## src/rtl/srrc_pkg.sv

```systemverilog
// Package for the sorted array rank counter: sizes, payload words,
// operation codes and controller states. No dependencies.
package srrc_pkg;

  localparam int unsigned TABLE_DEPTH = 32;
  localparam int unsigned IDX_W       = $clog2(TABLE_DEPTH);
  localparam int unsigned CNT_W       = $clog2(TABLE_DEPTH + 1);
  localparam int unsigned VAL_W       = 16;

  // operation codes carried in the input word
  localparam logic OP_LOAD  = 1'b0;
  localparam logic OP_QUERY = 1'b1;

  typedef struct packed {
    logic                    operation;
    logic [4:0]              entry_index;
    logic signed [VAL_W-1:0] value;
  } in_word_t;

  typedef struct packed {
    logic [5:0] less_count;
    logic [5:0] equal_count;
    logic [5:0] greater_count;
  } out_word_t;

  typedef enum logic [1:0] {
    ST_IDLE,
    ST_PROBE,
    ST_DONE
  } state_e;

endpackage

```

## src/rtl/sorted_array_rank_counter_unit.sv

```systemverilog
// Sorted array rank counter: table memory, binary search controller and
// result register. Depends on srrc_pkg.
//
//  channel | signals                          | direction | word
//  in      | in_valid_i/in_ready_o/in_data_i  | input     | in_word_t
//  out     | out_valid_o/out_ready_i/out_data_o | output  | out_word_t
//  cfg     | cfg_we_i/cfg_wdata_i             | input     | entry_count
//
// A load word is written to the table at its acceptance edge and the block
// is ready again in the next cycle. A query is accepted, then probes the
// table for the lower bound and again for the upper bound (up to six
// probes each for 32 entries), then writes the result register. Probes use
// the registered read data of the single table read port.
// Reset (rst_ni low) returns the controller to idle and entry_count to 32;
// the table itself is not cleared. A stalled result holds in the output
// register, and a following query waits in its done state until it is taken.
module sorted_array_rank_counter_unit (
  input  logic               clk_i,
  input  logic               rst_ni,
  input  logic               cfg_we_i,
  input  logic [5:0]         cfg_wdata_i,
  input  logic               in_valid_i,
  output logic               in_ready_o,
  input  srrc_pkg::in_word_t in_data_i,
  output logic               out_valid_o,
  input  logic               out_ready_i,
  output srrc_pkg::out_word_t out_data_o
);
  import srrc_pkg::*;

  state_e state_q, state_d;

  logic [5:0]              entry_count_q;
  logic [CNT_W-1:0]        n_q, n_d;
  logic [CNT_W-1:0]        lo_q, lo_d;
  logic [CNT_W-1:0]        hi_q, hi_d;
  logic [CNT_W-1:0]        lb_q, lb_d;
  logic [CNT_W-1:0]        ub_q, ub_d;
  logic [IDX_W-1:0]        mid_q, mid_d;
  logic                    strict_q, strict_d;
  logic signed [VAL_W-1:0] x_q, x_d;

  logic signed [VAL_W-1:0] mem_q [TABLE_DEPTH];
  logic signed [VAL_W-1:0] rdata_q;

  logic                    out_valid_q, out_valid_d;
  out_word_t               out_data_q, out_data_d;

  logic                    in_fire, is_query, out_free;
  logic [CNT_W-1:0]        n_sat;
  logic                    go_right, last_probe;
  logic [CNT_W-1:0]        new_lo, new_hi;
  logic [CNT_W-1:0]        sum_a, sum_b;
  logic [CNT_W:0]          mid_sum;
  logic [CNT_W-1:0]        top, eq_cnt;

  // handshake decode
  assign in_fire  = in_valid_i && in_ready_o;
  assign is_query = (in_data_i.operation == OP_QUERY);
  assign out_free = !out_valid_q || out_ready_i;

  // entry count saturated to the table depth
  assign n_sat = (CNT_W'(entry_count_q) > CNT_W'(TABLE_DEPTH))
               ? CNT_W'(TABLE_DEPTH) : CNT_W'(entry_count_q);

  // probe compare on the registered read data
  assign go_right   = strict_q ? (rdata_q <= x_q) : (rdata_q < x_q);
  assign new_lo     = go_right ? (CNT_W'(mid_q) + CNT_W'(1)) : lo_q;
  assign new_hi     = go_right ? hi_q : CNT_W'(mid_q);
  assign last_probe = !(new_lo < new_hi);

  // bounds to counts
  assign top    = (ub_q > lb_q) ? ub_q : lb_q;
  assign eq_cnt = (ub_q > lb_q) ? (ub_q - lb_q) : '0;

  // midpoint of the next search interval
  always_comb begin
    sum_a = new_lo;
    sum_b = new_hi;
    if (state_q == ST_IDLE) begin
      sum_a = '0;
      sum_b = n_sat;
    end else if (last_probe) begin
      sum_a = '0;
      sum_b = n_q;
    end
    mid_sum = {1'b0, sum_a} + {1'b0, sum_b};
  end

  // next state
  always_comb begin
    state_d = state_q;
    case (state_q)
      ST_IDLE: begin
        if (in_fire && is_query) begin
          state_d = (n_sat == '0) ? ST_DONE : ST_PROBE;
        end
      end
      ST_PROBE: begin
        if (last_probe && strict_q) begin
          state_d = ST_DONE;
        end
      end
      ST_DONE: begin
        if (out_free) begin
          state_d = ST_IDLE;
        end
      end
      default: state_d = ST_IDLE;
    endcase
  end

  // controller outputs and search datapath
  always_comb begin
    in_ready_o  = 1'b0;
    n_d         = n_q;
    lo_d        = lo_q;
    hi_d        = hi_q;
    lb_d        = lb_q;
    ub_d        = ub_q;
    mid_d       = mid_q;
    strict_d    = strict_q;
    x_d         = x_q;
    out_data_d  = out_data_q;
    out_valid_d = out_valid_q && !out_ready_i;
    case (state_q)
      ST_IDLE: begin
        in_ready_o = 1'b1;
        if (in_fire && is_query) begin
          x_d      = in_data_i.value;
          n_d      = n_sat;
          lo_d     = '0;
          hi_d     = n_sat;
          lb_d     = '0;
          ub_d     = '0;
          strict_d = 1'b0;
          mid_d    = mid_sum[IDX_W:1];
        end
      end
      ST_PROBE: begin
        if (!last_probe) begin
          lo_d  = new_lo;
          hi_d  = new_hi;
          mid_d = mid_sum[IDX_W:1];
        end else if (!strict_q) begin
          // lower bound found, restart for the upper bound
          lb_d     = new_lo;
          strict_d = 1'b1;
          lo_d     = '0;
          hi_d     = n_q;
          mid_d    = mid_sum[IDX_W:1];
        end else begin
          ub_d = new_lo;
        end
      end
      ST_DONE: begin
        if (out_free) begin
          out_valid_d              = 1'b1;
          out_data_d.less_count    = 6'(lb_q);
          out_data_d.equal_count   = 6'(eq_cnt);
          out_data_d.greater_count = 6'(n_q - top);
        end
      end
      default: in_ready_o = 1'b0;
    endcase
  end

  // control registers
  always_ff @(posedge clk_i or negedge rst_ni) begin
    if (!rst_ni) begin
      state_q       <= ST_IDLE;
      entry_count_q <= 6'(TABLE_DEPTH);
      out_valid_q   <= 1'b0;
    end else begin
      state_q     <= state_d;
      out_valid_q <= out_valid_d;
      if (cfg_we_i) begin
        entry_count_q <= cfg_wdata_i;
      end
    end
  end

  // search and result payload registers
  always_ff @(posedge clk_i) begin
    n_q        <= n_d;
    lo_q       <= lo_d;
    hi_q       <= hi_d;
    lb_q       <= lb_d;
    ub_q       <= ub_d;
    mid_q      <= mid_d;
    strict_q   <= strict_d;
    x_q        <= x_d;
    out_data_q <= out_data_d;
  end

  // table memory: write on load, registered read at the next probe address
  always_ff @(posedge clk_i) begin
    if (in_fire && !is_query) begin
      mem_q[in_data_i.entry_index] <= in_data_i.value;
    end
    rdata_q <= mem_q[mid_d];
  end

  assign out_valid_o = out_valid_q;
  assign out_data_o  = out_data_q;

endmodule

```

## config.mk

```make
export PLATFORM = sky130hd
export DESIGN_NAME = sorted_array_rank_counter_unit
export DESIGN_NICKNAME = d
export VERILOG_FILES = /design/src/rtl/srrc_pkg.sv /design/src/rtl/sorted_array_rank_counter_unit.sv
export SDC_FILE = /design/constraint.sdc
export NUM_CORES = 1
export LEC_CHECK = 0
export BUFFER_PORTS_ARGS = -buffer_cell sky130_fd_sc_hd__buf_2
export CAP_MARGIN = 20
export CORE_ASPECT_RATIO = 1.25
export CORE_MARGIN = 3
export CORE_UTILIZATION = 65
export DETAILED_ROUTE_END_ITERATION = 8
export GPL_ROUTABILITY_DRIVEN = 0
export GPL_TIMING_DRIVEN = 0
export PLACE_DENSITY = 0.82
export REMOVE_ABC_BUFFERS = 1
export SETUP_SLACK_MARGIN = 0.15
export SLEW_MARGIN = 10
export SYNTH_ARGS = -nofsm -noshare
export SYNTH_HDL_FRONTEND = slang
export SYNTH_SLANG_ARGS = --single-unit
export TNS_END_PERCENT = 20
```

## constraint.sdc

```tcl
create_clock -name clk_i -period 11.2 [get_ports clk_i]
set_input_delay 0.56 -clock clk_i [delete_from_list [all_inputs] [get_ports clk_i]]
set_output_delay 0.56 -clock clk_i [all_outputs]
set_load 0.03 [all_outputs]
```

Yosys cells after proc, flatten, opt, wreduce, memory -nomap -nowiden

Memories as Yosys holds them, arrays and structs flattened. A register that Yosys moved wholly into a read port is not among the register bits.
Index checks and enable logic that the tools add are counted.
Widths: inputs -> output; s select.

Order comparisons: 5
Add/subtract/negate cells: 4
Equality and inequality tests: 9
Reduce and logical (&&, ||, !) cells: 20
Multiplexer cells: 40

Operators with widths:

| cell                | count |
|---|---|
| $mux 6              | 18 |
| $pmux 6 s2          | 4 |
| $le 16x16->1        | 1 |
| $lt 16x16->1        | 1 |
| $mux 5              | 3 |
| $sub 6x6->6         | 2 |
| $ne 2x2->1 const B  | 5 |
| $pmux 5 s2          | 1 |
| $reduce_and 3->1    | 3 |
| $mux 1              | 8 |
| $mux 2              | 4 |
| $reduce_and 4->1    | 2 |
| $add 5x1->6 const B | 1 |
| $add 6x6->6         | 1 |
| $gt 6x6->1          | 1 |
| $gt 6x6->1 const B  | 1 |
| $logic_not 6->1     | 1 |
| $lt 6x6->1          | 1 |
| $pmux 2 s3          | 1 |
| $logic_and 1x1->1   | 5 |
| $logic_not 1->1     | 4 |
| $reduce_and 2->1    | 2 |
| $ne 3x3->1 const B  | 1 |
| $eq 2x1->1 const B  | 1 |
| 6 further kinds     | 6 |

Register bits after elaboration: 79
Output and inout port bits: 20
Logic and storage cells: 93
Memories: 1
Memory bits (writable): 512

Memory list:

| name  | words | bits a word | rd ports | clocked after Yosys merged registers in | write ports | RTL line                             | source |
|---|---|---|---|---|---|---|---|
| mem_q | 32    | 16          | 1        | 1                                       | 1           | sorted_array_rank_counter_unit.sv:43 | `logic signed [VAL_W-1:0] mem_q [TABLE_DEPTH];` |

Logic depth before layout (Yosys ltp)

Gate-level depths: netlist (run 1).

Word-level depth: 10
Mapped depth: 35
Depth with buffers taken out: 31

Worst setup path after synthesis (run 1)

Ideal clock, no wire load.

Path kind: register to register
Start point: register x_q[15]
End point: register rdata_q[4], read port of mem_q
Data arrival time: 7.092 ns
Buffers on the path: 6
Library setup time: 0.136 ns
Stages on the path, launching flop included: 36
Setup slack: 3.972 ns
Clock period less this slack: 7.228 ns
Cell sequence: edfxtp_1 inv_1 ha_1 nand4_1 or3_1 o32ai_2 a31o_4 clkbuf_1 clkbuf_1 nand2_1 o21ai_0 inv_1 ha_1 a21o_1 a21o_1 a221oi_1 inv_1 a221oi_4 buf_4 clkbuf_1 nand2_1 nor2_1 inv_1 fa_1 xor2_1 nor2_1 a22oi_1 nand2_1 o21ai_4 inv_2 buf_2 buf_2 mux4_2 mux2_2 nand3_1 o311ai_1

Word-level cells in the longest chain between the ends: 10
Elaborated cells between the ends (all ways): 15
Those cells by class: 1 x add/sub; 3 x order compare; 11 x mux

Ends and longest elaborated chain:

| element                                      | RTL line                                                                   | source |
|---|---|---|
| start: declaration                           | sorted_array_rank_counter_unit.sv:41                                       | `logic signed [VAL_W-1:0] x_q, x_d;` |
| start signal: assignment                     | sorted_array_rank_counter_unit.sv:192                                      | `x_q <= x_d;` |
| $lt 16x16->1 or $le 16x16->1 (tied branches) | sorted_array_rank_counter_unit.sv:67                                       | `assign go_right = strict_q ? (rdata_q <= x_q) : (rdata_q < x_q);` |
| $mux 1 *                                     | sorted_array_rank_counter_unit.sv:67                                       |  |
| $mux 6 (on tied branches)                    | sorted_array_rank_counter_unit.sv:68, sorted_array_rank_counter_unit.sv:69 |  |
| $lt 6x6->1                                   | sorted_array_rank_counter_unit.sv:70                                       | `assign last_probe = !(new_lo < new_hi);` |
| $mux 6                                       | sorted_array_rank_counter_unit.sv:83                                       | `end else if (last_probe) begin` |
| $mux 6                                       | sorted_array_rank_counter_unit.sv:80                                       | `if (state_q == ST_IDLE) begin` |
| $add 6x6->6                                  | sorted_array_rank_counter_unit.sv:87                                       | `mid_sum = {1'b0, sum_a} + {1'b0, sum_b};` |
| $mux 5                                       | sorted_array_rank_counter_unit.sv:145                                      | `end else if (!strict_q) begin` |
| $mux 5                                       | sorted_array_rank_counter_unit.sv:141                                      | `if (!last_probe) begin` |
| $pmux 5 s2 *                                 | sorted_array_rank_counter_unit.sv:126                                      | `case (state_q)` |
| end: declaration                             | sorted_array_rank_counter_unit.sv:44                                       | `logic signed [VAL_W-1:0] rdata_q;` |

Mark *: on every way between the ends. The rest lies on a longest branch, timed or not.
A chain may end at the register's enable or synchronous reset.

Worst setup path in the final report (run 1)

Start point: register x_q[15]
End point: register rdata_q[9], read port of mem_q

The elaborated chain is that of the path after synthesis.

==> qor.log, run 1 <==
qor: drt.drc 0
qor: timing.finalSetupViolations 0
qor: synthesis.ys.warnings.count 0
qor: global_route.met1_usage 36.6%
qor: timing.final-hold-violation-count 0
qor: synthesis.synthDominantAreaCellType sky130_fd_sc_hd__edfxtp_1
qor: global_route.grt_use_total 28.2%
qor: floorplan.pin_count 53
qor: timing.final_min_period_over_clock_period 80.7%
qor: critical_path.crit_path_end_kind flip-flop
qor: global_route.gr-usage-met2 47.5%
qor: synthesis.synthDistinctLibCells 63
qor: timing.max_slew_margin 34.1%
qor: critical_path.timing.reg2reg.setup_slack 2.16 ns
qor: floorplan.placeableCoreArea 37300 um2
qor: global_route.grt_antenna_before_repair 2
qor: global_route.pin_count_of_the_biggest_net_entering_global_routing 55
qor: clock_tree.clock_tree_from_tritoncts built
qor: placed_design.pre_cts_setup_slack 2.33 ns
qor: timing.grt_setup_unrepaired no
qor: global_route.grt_overflow_total 0
qor: global_route.vias_in_the_first_global_route 13.6k
qor: synthesis.dominantRegCellSynth sky130_fd_sc_hd__edfxtp_1
qor: drt.via_per_inst 6.72
qor: finish.final_util 74.0%
qor: placed_design.hpwl 35400 um
qor: clock_tree.tritoncts_num_sinks 607
qor: drt.dr_total_vias 13.7k
qor: hold_path.hold_path.startpoint cfg_wdata_i[3]
qor: timing.setup_tns_final 0 ns
qor: finish.finish.cell_count_without_fillers 2038
qor: floorplan.die-area 40300 um2
qor: floorplan.initial_core_util 66.1%
qor: run_status.status finished, final reports clean
qor: synthesis.ys_top_cells_by_area sky130_fd_sc_hd__edfxtp_1 (70%), sky130_fd_sc_hd__mux4_2 (8.6%), sky130_fd_sc_hd__ha_1 (1.9%)
qor: critical_path.timing.critical_path.slowest_stage_cell sky130_fd_sc_hd__a221oi_4
qor: job.drv_cap 0
qor: drt.drt_first_iter_violations 1835
qor: critical_path.cp_slowest_stage_delay 0.78 ns
qor: finish.final_layout_size_suffix_gt1_share 23.1%
qor: clock_tree.tritoncts.num_buffers 54
qor: timing.tightest_slew 0.988 ns
qor: critical_path.reg2reg_from x_q[15]
qor: clock_tree.clk_transition_reported_paths 0.06 ns
qor: clock_tree.cts_max_level 2
qor: critical_path.worstSetupStartpointType flip-flop
qor: drt.drt.antenna.violating_nets 0
qor: global_route.grt_first_pass_wirelength 84700 um
qor: floorplan.row_count 79
qor: synthesis.number_of_enable_type_register_cells_in_the_synthesized_netlist 578
qor: finish.nNetsFinal 1585
qor: synthesis.syn-instance-count 1432
qor: global_route.grt_busiest_layer met2
qor: critical_path.path_class reg2reg
qor: placed_design.dp.cells 1940
qor: placed_design.place.port_buffers 52
qor: finish.area_delta_synth_final 12.0%
qor: critical_path.reg_to_reg_endpoint rdata_q[9]
qor: timing.final.setup.worst_slack 2.16 ns
qor: drt.drt-total-wl 56200 um
qor: clock_tree.post_cts_repair_setup_buffers 0
qor: critical_path.r2r.worst_path.cells 30
qor: timing.clock-skew-final 0.0264 ns
qor: drt.firstDrtPassIters 6
qor: synthesis.netlist.area_leader.share 70.5%
qor: global_route.grt.met3_usage 5.00%
qor: synthesis.synthArstFlopShare 1.48%
qor: synthesis.synth.yosys.seq_area_share 73.0%
qor: floorplan.die_width 180 um
qor: synthesis.ys_ff_latch 607
qor: critical_path.crit_path_max_fanout 54
qor: drt.wire_per_inst 27.6 um
qor: clock_tree.clk-insertion-delay-late 0.59 ns
qor: floorplan.chipHeight 224 um
qor: critical_path.arrival 9.46 ns
qor: timing.crit_path_time_final 9.04 ns
qor: synthesis.mappedNetlistArea 24600 um2
qor: clock_tree.root_buffer sky130_fd_sc_hd__clkbuf_16
qor: hold_path.min_delay_path_depth 2
qor: finish.antenna_cells 0
qor: timing.max_freq 0.111 GHz
qor: hold_path.holdPathEnd entry_count_q[3]
qor: clock_tree.cts-root-to-sink-buffers 3
qor: timing.final_count_of_pins_violating_max_slew 0
qor: critical_path.timing.critical_path.required 11.62 ns
qor: hold_path.worstHoldPathType in2reg
qor: critical_path.crit_top_cell sky130_fd_sc_hd__inv_1
qor: synthesis.synth.avg_cell_area 17.2 um2
worst max-delay path, delay by kind of cell, from the launching register on:
kind / cells / cell delay [ns]
xor gates and xnor gates: 1 / 0.17
and+or+nand+nor: 6 / 1.51
AOI/OAI and AO/OA: 14 / 4.55
buffers and inverters: 6 / 1.19
adders and majority gates: 3 / 1.07
DFF: 1 / 0.32
cells by family (layout without fill, tap and decap cells):
| group | Yosys count | after routing | share of synthesized area (%) |
|---|---|---|---|
| AO/OA/AOI/OAI | 215 | 215 | 6.11 |
| AND/OR/NAND/NOR | 280 | 280 | 4.99 |
| multiplexers | 147 | 147 | 11.0 |
| buffers and inverters | 128 | 248 | 2.23 |
| flip-flops | 607 | 607 | 73.0 |
| adder cells (fa/ha/maj) | 40 | 40 | 2.12 |
| XOR/XNOR | 15 | 15 | 0.534 |
per-layer routing:
metal	vias to the layer above	share of wire (%)
li1	5826	-
met1	6821	35
met2	865	51
met3	172	8.9
met4	4	5.0
met5	-	0.041
worst max path at each step:
stage / start / to / cells past startpoint
2_1_floorplan: x_q[15] / rdata_q[0] / 26
3_3_place_gp: x_q[15] / rdata_q[5] / 26
3_5_place_dp: x_q[15] / rdata_q[5] / 29
4_1_cts: x_q[15] / rdata_q[5] / 29
5_1_grt: x_q[15] / rdata_q[7] / 31
6_report: x_q[15] / rdata_q[9] / 30
cell usage in the layout (no fill, tap or decap), types with 15 or more instances in the layout:
master,count
sky130_fd_sc_hd__a21oi_1,56
sky130_fd_sc_hd__a221o_1,30
sky130_fd_sc_hd__buf_2,52
sky130_fd_sc_hd__buf_6,16
sky130_fd_sc_hd__buf_8,18
sky130_fd_sc_hd__clkbuf_16,54
sky130_fd_sc_hd__dfxtp_1,20
sky130_fd_sc_hd__edfxtp_1,578
sky130_fd_sc_hd__ha_1,37
sky130_fd_sc_hd__inv_1,52
sky130_fd_sc_hd__mux2_2,40
sky130_fd_sc_hd__mux4_2,94
sky130_fd_sc_hd__nand2_1,116
sky130_fd_sc_hd__nand3_1,40
sky130_fd_sc_hd__nor2_1,42
sky130_fd_sc_hd__nor2_2,34
sky130_fd_sc_hd__o21ai_0,37
sky130_fd_sc_hd__o22ai_1,32
sky130_fd_sc_hd__o311ai_1,15
synthesized netlist by cell type, drive strengths merged (3+ instances only):
cell type,count
dfxtp,20
xnor2,8
dfrtp,8
mux4,94
or2,3
fa,3
a221oi,6
inv,57
a211oi,3
nand4,6
nand2b,8
a221o,30
a21o,13
a21oi,56
mux2i,13
o311ai,16
ha,37
buf,40
o21ai,38
o22ai,32
and4,3
nor2b,12
nor3,5
xor2,7
edfxtp,578
a22oi,3
nand3,41
nor2,76
clkbuf,31
and3,3
nand2,116
mux2,40
sequential cells by signal, summed over array words and instances (netlist names), named ones only:
signal	count
mem_q	512
out_data_o	18
rdata_q	16
x_q	16
entry_count_q	6
hi_q	6
lb_q	6
lo_q	6
n_q	6
ub_q	6
mid_q	4
state_q	2
out_valid_o	1
strict_q	1
what timing repair did:
item | in CTS | in global routing
hold buffers | 1 | 0
gates resized for setup | 0 | 0
endpoints found under the hold margin | 8 | 0
per-stage QoR:
step	hold slack (ns)	area (um2)
2_1_floorplan	0.264	24300
3_3_place_gp	0.421	25200
3_5_place_dp	0.433	25900
4_1_cts	0.190	27500
5_1_grt	0.201	27600
6_report	0.205	27600
cell type report:
cell class	count	area, um2
Sequential cell	607	18000
Tap cell	486	608
Timing Repair Buffer	95	898
Inverter	57	221
Clock inverter	29	234
Fill cell	2048	9700
Multi-Input combinational cell	697	6190
Clock buffer	67	1430
Power of run 1 is left out: the tool's default activity adds up to more than one toggle a clock period on the data nets, which glitch-free logic cannot reach.
==> inputs of run 2 (changes only) <==
- CORE_UTILIZATION: 65 -> 56
- PLACE_DENSITY: 0.82 -> 0.75
- clock period: 11.2 -> 7.42 ns (I/O delays scaled with it)
==> qor.log, run 2 (synthesized netlist as in run 1, its figures left out) <==
qor: clock_tree.clk-insertion-delay-late 0.63 ns [was 0.59 ns]
qor: drt.drt-met1-wl 21000 um [was 19900 um]
qor: finish.design_area 28600 um2 [was 27600 um2]
qor: global_route.grt_first_pass_wirelength 87300 um [was 84700 um]
qor: job.drv_cap 0 [unchanged]
qor: timing.clock-skew-final 0.0297 ns [was 0.0264 ns]
qor: critical_path.worstSetupStartpointType flip-flop [unchanged]
qor: finish.regMostFlops mem_q [unchanged]
qor: floorplan.pin_count 53 [unchanged]
qor: hold_path.worstHoldPathType in2reg [unchanged]
qor: clock_tree.clk_transition_reported_paths 0.07 ns [was 0.06 ns]
qor: global_route.pin_count_of_the_biggest_net_entering_global_routing 50 [was 55]
qor: finish.layout_commonest_cell sky130_fd_sc_hd__edfxtp_1 [unchanged]
qor: clock_tree.clock_tree_from_tritoncts built [unchanged]
qor: timing.grt_setup_unrepaired yes [was no]
qor: drt.drt.antenna.violating_nets 0 [unchanged]
qor: critical_path.crit_path_end_kind flip-flop [unchanged]
qor: timing.final_count_of_pins_violating_max_slew 0 [unchanged]
qor: global_route.grt_overflow_total 0 [unchanged]
qor: floorplan.row_count 85 [was 79]
qor: global_route.grt_antenna_before_repair 1 [was 2]
qor: finish.final_layout_size_suffix_gt1_share 27.2% [was 23.1%]
qor: drt.firstDrtPassIters 6 [unchanged]
qor: drt.met2_wirelength 29300 um [was 28500 um]
qor: timing.tightest_slew 1.14 ns [was 0.988 ns]
qor: critical_path.crit_path_max_fanout 19 [was 54]
qor: global_route.grt_use_total 25.2% [was 28.2%]
qor: finish.final_cell_mix sky130_fd_sc_hd__edfxtp_1 (578), sky130_fd_sc_hd__nand2_1 (112), sky130_fd_sc_hd__mux4_2 (94), sky130_fd_sc_hd__clkbuf_16 (56), sky130_fd_sc_hd__a21oi_1 (55) [was sky130_fd_sc_hd__edfxtp_1 (578), sky130_fd_sc_hd__nand2_1 (116), sky130_fd_sc_hd__mux4_2 (94), sky130_fd_sc_hd__a21oi_1 (56), sky130_fd_sc_hd__clkbuf_16 (54)]
qor: timing.crit_path_time_final 7.05 ns [was 9.04 ns]
qor: finish.fill_cells 2750 [was 2048]
qor: timing.final_min_period_over_clock_period 95.0% [was 80.7%]
qor: critical_path.crit_top_cell sky130_fd_sc_hd__inv_1 [unchanged]
qor: drt.drt_first_iter_violations 1684 [was 1835]
qor: drt.drc 0 [unchanged]
qor: critical_path.path_class reg2reg [unchanged]
qor: critical_path.timing.critical_path.slowest_stage_cell sky130_fd_sc_hd__mux2i_4 [was sky130_fd_sc_hd__a221oi_4]
qor: drt.drt-total-wl 58500 um [was 56200 um]
qor: critical_path.timing.critical_path.required 7.93 ns [was 11.62 ns]
qor: finish.area_delta_synth_final 16.2% [was 12.0%]
qor: floorplan.die-area 46500 um2 [was 40300 um2]
qor: placed_design.hpwl 34700 um [was 35400 um]
qor: critical_path.cp_slowest_stage_delay 0.54 ns [was 0.78 ns]
qor: floorplan.placeableCoreArea 43300 um2 [was 37300 um2]
qor: run_status.status finished, final reports clean [unchanged]
qor: drt.via_per_inst 6.40 [was 6.72]
qor: placed_design.placement.cell_area 26000 um2 [was 25900 um2]
qor: clock_tree.tritoncts.num_buffers 56 [was 54]
qor: drt.wire_per_inst 27.0 um [was 27.6 um]
qor: finish.nNetsFinal 1632 [was 1585]
qor: finish.largest_register_ff_count 512 [unchanged]
qor: critical_path.arrival 7.56 ns [was 9.46 ns]
qor: timing.max_slew_margin 23.9% [was 34.1%]
qor: drt.met3_length 5020 um [was 5000 um]
qor: timing.finalSetupViolations 0 [unchanged]
qor: clock_tree.cts_max_level 2 [unchanged]
qor: placed_design.place.port_buffers 52 [unchanged]
qor: floorplan.die_width 194 um [was 180 um]
qor: drt.routed.top_layer met4 [was met5]
qor: timing.max_freq 0.142 GHz [was 0.111 GHz]
qor: floorplan.initial_core_util 56.9% [was 66.1%]
qor: timing.final-hold-violation-count 0 [unchanged]
qor: clock_tree.tritoncts_num_sinks 607 [unchanged]
qor: clock_tree.cts-root-to-sink-buffers 3 [unchanged]
qor: global_route.vias_in_the_first_global_route 13.9k [was 13.6k]
qor: clock_tree.root_buffer sky130_fd_sc_hd__clkbuf_16 [unchanged]
qor: drt.dr_total_vias 13.9k [was 13.7k]
qor: floorplan.chipHeight 240 um [was 224 um]
## run 2: changes by cell type in the layout (fill, tap and decap cells not counted), moves of 5 or more
cell / delta
sky130_fd_sc_hd__o22ai_1: -11
sky130_fd_sc_hd__buf_8: +7
sky130_fd_sc_hd__dlygate4sd3_1: +6
sky130_fd_sc_hd__o22ai_2: +11
sky130_fd_sc_hd__bufbuf_16: +5
sky130_fd_sc_hd__clkinv_2: -5
sky130_fd_sc_hd__buf_4: +26
sky130_fd_sc_hd__o21ai_0: -7
## run 2: path summary, 6_finish.rpt
| path | from | end | slack (ns) | cells after the start |
|---|---|---|---|---|
| setup / recovery | x_q[15] | rdata_q[8] | 0.37 | 29 |
| hold / removal | cfg_we_i | entry_count_q[2] | 0.12 | 2 |
| setup reg to reg | x_q[15] | rdata_q[8] | 0.37 | 29 |
| hold reg to reg | lb_q[5] | out_data_o[17] | 0.46 | 0 |
| max in group asynchronous | rst_ni | entry_count_q[5] | 7.02 | 2 |
| min in group asynchronous | rst_ni | state_q[0] | 0.15 | 2 |
## run 2: final cells by class
| class | count | area [um2] | share of cell area, % |
|---|---|---|---|
| Antenna cell | 2 | 5.00 | 0.0175 |
| Clock buffer | 73 | 1500 | 5.23 |
| Clock inverter | 28 | 304 | 1.06 |
| Inverter | 57 | 236 | 0.827 |
| Multi-Input combinational cell | 701 | 6460 | 22.6 |
| Sequential cell | 607 | 18000 | 62.9 |
| Tap cell | 565 | 707 | 2.47 |
| Timing Repair Buffer | 136 | 1400 | 4.90 |
## run 2: critical path, delay by kind of cell, from the launching register on
family / cells / cell delay [ns]
simple gates: 7 / 1.83
compound gates: 10 / 1.92
xor+xnor: 1 / 0.18
buf+inv: 6 / 0.75
fa+ha+maj: 3 / 1.07
flops: 1 / 0.33
mux: 2 / 0.80
## run 2: timing repair
item	in CTS	in global routing
endpoints found under the setup margin	19	16
resized for setup	37	18
hold endpoints to repair	15	0
gates cloned	9	0
pin swaps	5	5
buffers inserted	11	16
hold buffers	7	0
## run 2: metrics by stage
step	setup TNS, ns	hold WS (ns)	setup slack (ns)	utilization, %	cells
after CTS	0	0.0691	0.153	65.6	2150
after floorplan	-60.86	0.0754	-3.72	-	1361
after global placement	-130.63	0.224	-7.70	58.3	1978
after detailed placement	-20.30	0.232	-1.32	60.2	2022
final	0	0.118	0.368	66.1	2169
after global routing	0	0.119	0.126	66.1	2168
## run 2: routing by layer
metal	up-vias	global-route usage (%)
met1	7003	32.2
met3	195	4.18
li1	5937	-
met5	-	0
met2	756	42.9
met4	0	11.8
Power of run 2 is left out for the same reason.
==> inputs of run 3 (changes only) <==
- ABC_AREA: unset -> 1
- CORE_UTILIZATION: 56 -> 57
- PLACE_DENSITY: 0.75 -> 0.76
==> qor.log, run 3 <==
qor: run_status.status finished, final reports clean [unchanged]
qor: floorplan.initial_core_util 58.2% [was 56.9%]
qor: finish.largest_register_ff_count 512 [unchanged]
qor: critical_path.critPathTopFamily simple AND/OR/NAND/NOR gates [was compound AO/OA/AOI/OAI gates]
qor: critical_path.path_depth 33 [was 29]
qor: finish.antenna_cells 0 [was 2]
qor: finish.final_cell_mix sky130_fd_sc_hd__edfxtp_1 (578), sky130_fd_sc_hd__nand3_1 (576), sky130_fd_sc_hd__inv_1 (451), sky130_fd_sc_hd__nand2_1 (431), sky130_fd_sc_hd__nand3b_1 (146) [was sky130_fd_sc_hd__edfxtp_1 (578), sky130_fd_sc_hd__nand2_1 (112), sky130_fd_sc_hd__mux4_2 (94), sky130_fd_sc_hd__clkbuf_16 (56), sky130_fd_sc_hd__a21oi_1 (55)]
qor: clock_tree.root_buffer sky130_fd_sc_hd__clkbuf_16 [unchanged]
qor: drt.dr_total_vias 19.4k [was 13.9k]
qor: floorplan.pin_count 53 [unchanged]
qor: drt.drt.antenna.violating_nets 0 [unchanged]
qor: placed_design.dp.cells 3204 [was 2022]
qor: drt.drt-total-wl 66500 um [was 58500 um]
qor: synthesis.synthDistinctLibCells 40 [was 63]
qor: critical_path.path_class reg2reg [unchanged]
qor: clock_tree.tritoncts.num_buffers 56 [unchanged]
qor: critical_path.arrival 7.38 ns [was 7.56 ns]
qor: global_route.grt_first_pass_wirelength 102000 um [was 87300 um]
qor: synthesis.ys_ff_latch 607 [unchanged]
qor: drt.firstDrtPassIters 6 [unchanged]
qor: finish.nNetsFinal 2713 [was 1632]
qor: clock_tree.cts-root-to-sink-buffers 3 [unchanged]
qor: synthesis.dominantRegCellSynth sky130_fd_sc_hd__edfxtp_1 [unchanged]
qor: critical_path.crit_top_cell sky130_fd_sc_hd__nand2_1 [was sky130_fd_sc_hd__inv_1]
qor: clock_tree.cts_max_level 2 [unchanged]
qor: critical_path.worstSetupStartpointType flip-flop [unchanged]
qor: synthesis.synth_common_cells sky130_fd_sc_hd__edfxtp_1 (578), sky130_fd_sc_hd__nand3_1 (576), sky130_fd_sc_hd__inv_1 (452) [was sky130_fd_sc_hd__edfxtp_1 (578), sky130_fd_sc_hd__nand2_1 (116), sky130_fd_sc_hd__mux4_2 (94)]
qor: finish.finish.cell_count_without_fillers 3320 [was 2169]
qor: drt.drt_first_iter_violations 2075 [was 1684]
qor: synthesis.ys.warnings.count 0 [unchanged]
qor: hold_path.worstHoldPathType in2reg [unchanged]
qor: synthesis.syn-instance-count 2608 [was 1432]
qor: critical_path.crit_path_end_kind flip-flop [unchanged]
qor: global_route.grt_antenna_before_repair 0 [was 1]
qor: critical_path.crit_path_max_fanout 68 [was 19]
qor: timing.max_freq 0.146 GHz [was 0.142 GHz]
qor: critical_path.r2r.worst_path.cells 33 [was 29]
qor: synthesis.synth.avg_cell_area 10.6 um2 [was 17.2 um2]
qor: global_route.vias_in_the_first_global_route 19.1k [was 13.9k]
qor: drt.wire_per_inst 20.0 um [was 27.0 um]
qor: placed_design.hpwl 39200 um [was 34700 um]
qor: timing.clock-skew-final 0.0178 ns [was 0.0297 ns]
qor: finish.layout_commonest_cell sky130_fd_sc_hd__edfxtp_1 [unchanged]
qor: clock_tree.tritoncts_num_sinks 607 [unchanged]
qor: synthesis.yosysMostFrequentCell sky130_fd_sc_hd__edfxtp_1 [unchanged]
qor: clock_tree.clock_tree_from_tritoncts built [unchanged]
qor: timing.setup_tns_final 0 ns [unchanged]
qor: timing.tightest_slew 0.938 ns [was 1.14 ns]
qor: floorplan.die-area 51200 um2 [was 46500 um2]
qor: drt.drc 0 [unchanged]
qor: synthesis.synth.yosys.seq_area_share 65.0% [was 73.0%]
qor: global_route.pin_count_of_the_biggest_net_entering_global_routing 93 [was 50]
qor: critical_path.timing.critical_path.slowest_stage_cell sky130_fd_sc_hd__fa_1 [was sky130_fd_sc_hd__mux2i_4]
qor: synthesis.mappedNetlistArea 27700 um2 [was 24600 um2]
qor: timing.finalSetupViolations 0 [unchanged]
qor: timing.final.setup.worst_slack 0.584 ns [was 0.368 ns]
qor: placed_design.pre_cts_setup_slack -0.236 ns [was -1.32 ns]
qor: synthesis.number_of_enable_type_register_cells_in_the_synthesized_netlist 578 [unchanged]
qor: synthesis.synthArstFlopShare 1.48% [unchanged]
qor: floorplan.placeableCoreArea 47500 um2 [was 43300 um2]
qor: critical_path.cp.buffers_inverters 6 [unchanged]
qor: global_route.grt_use_total 25.5% [was 25.2%]
qor: global_route.grt_overflow_total 0 [unchanged]
qor: timing.crit_path_time_final 6.84 ns [was 7.05 ns]
qor: timing.final-hold-violation-count 0 [unchanged]
qor: finish.area_delta_synth_final 11.8% [was 16.2%]
qor: timing.final_min_period_over_clock_period 92.1% [was 95.0%]
qor: floorplan.row_count 89 [was 85]
qor: finish.regMostFlops mem_q [unchanged]
qor: job.drv_cap 0 [unchanged]
qor: timing.grt_setup_unrepaired no [was yes]
qor: timing.final_count_of_pins_violating_max_slew 0 [unchanged]
qor: critical_path.timing.critical_path.required 7.96 ns [was 7.93 ns]
qor: drt.via_per_inst 5.83 [was 6.40]
qor: clock_tree.clk_transition_reported_paths 0.06 ns [was 0.07 ns]
qor: floorplan.chipHeight 252 um [was 240 um]
qor: synthesis.synthDominantAreaCellType sky130_fd_sc_hd__edfxtp_1 [unchanged]
qor: timing.timing.hold.ws 0.0925 ns [was 0.118 ns]
qor: finish.final_layout_size_suffix_gt1_share 8.91% [was 27.2%]
qor: synthesis.ys_top_cells_by_area sky130_fd_sc_hd__edfxtp_1 (63%), sky130_fd_sc_hd__nand3_1 (10%), sky130_fd_sc_hd__inv_1 (6.1%) [was sky130_fd_sc_hd__edfxtp_1 (70%), sky130_fd_sc_hd__mux4_2 (8.6%), sky130_fd_sc_hd__ha_1 (1.9%)]
qor: hold_path.min_delay_path_depth 2 [unchanged]
qor: timing.max_slew_margin 37.2% [was 23.9%]
qor: synthesis.netlist.area_leader.share 62.8% [was 70.5%]
qor: clock_tree.clk-insertion-delay-late 0.61 ns [was 0.63 ns]
qor: floorplan.die_width 203 um [was 194 um]
qor: placed_design.place.port_buffers 52 [unchanged]
qor: critical_path.cp_slowest_stage_delay 0.47 ns [was 0.54 ns]
run 3: what timing repair did:
| item | in CTS | in global routing |
|---|---|---|
| resized for setup | 5 | 1 |
| buffers inserted | 1 | 0 |
| setup endpoints to repair | 14 | 16 |
| pin swaps | 1 | 0 |
| hold buffers | 8 | 0 |
| endpoints found under the hold margin | 16 | 0 |
| gates cloned | 2 | 3 |
run 3: logic make-up (layout without fill, tap and decap cells):
| group | count (synthesis) | in the layout | synth area share (%) |
|---|---|---|---|
| adder cells (fa/ha/maj) | 40 | 40 | 1.89 |
| AND/OR/NAND/NOR | 1264 | 1267 | 22.0 |
| XOR/XNOR | 10 | 10 | 0.317 |
| multiplexers | 2 | 2 | 0.0769 |
| AO/OA/AOI/OAI | 85 | 85 | 1.71 |
| flip-flops | 607 | 607 | 65.0 |
| buffers and inverters | 600 | 672 | 8.96 |
run 3: metrics by stage:
step	area, um2	util [%]
after floorplan	26900	-
after global placement	27900	58.8
after detailed placement	28900	60.9
after CTS	30800	64.9
after global routing	30900	65.0
final	30900	65.0
run 3: final timing paths:
kind	startpoint	to	slack, ns
hold reg to reg	lb_q[2]	out_data_o[14]	0.46
max in group asynchronous	rst_ni	entry_count_q[5]	7.00
min in group asynchronous	rst_ni	entry_count_q[3]	0.17
setup / recovery	x_q[15]	rdata_q[9]	0.58
setup reg to reg	x_q[15]	rdata_q[9]	0.58
hold / removal	cfg_we_i	entry_count_q[3]	0.09
run 3: cell type report:
type,count,area (um2)
Sequential cell,607,18000
Fill cell,3375,16600
Multi-Input combinational cell,1404,7370
Inverter,457,1720
Clock buffer,74,1510
Timing Repair Buffer,114,1270
Tap cell,637,797
Clock inverter,27,264
run 3: metal layers:
metal,track usage (%),share of wire [%]
met5,0,0
met4,10.4,4.0
met3,3.72,7.2
met2,46.1,52
met1,30.8,36
Power of run 3 is left out for the same reason.
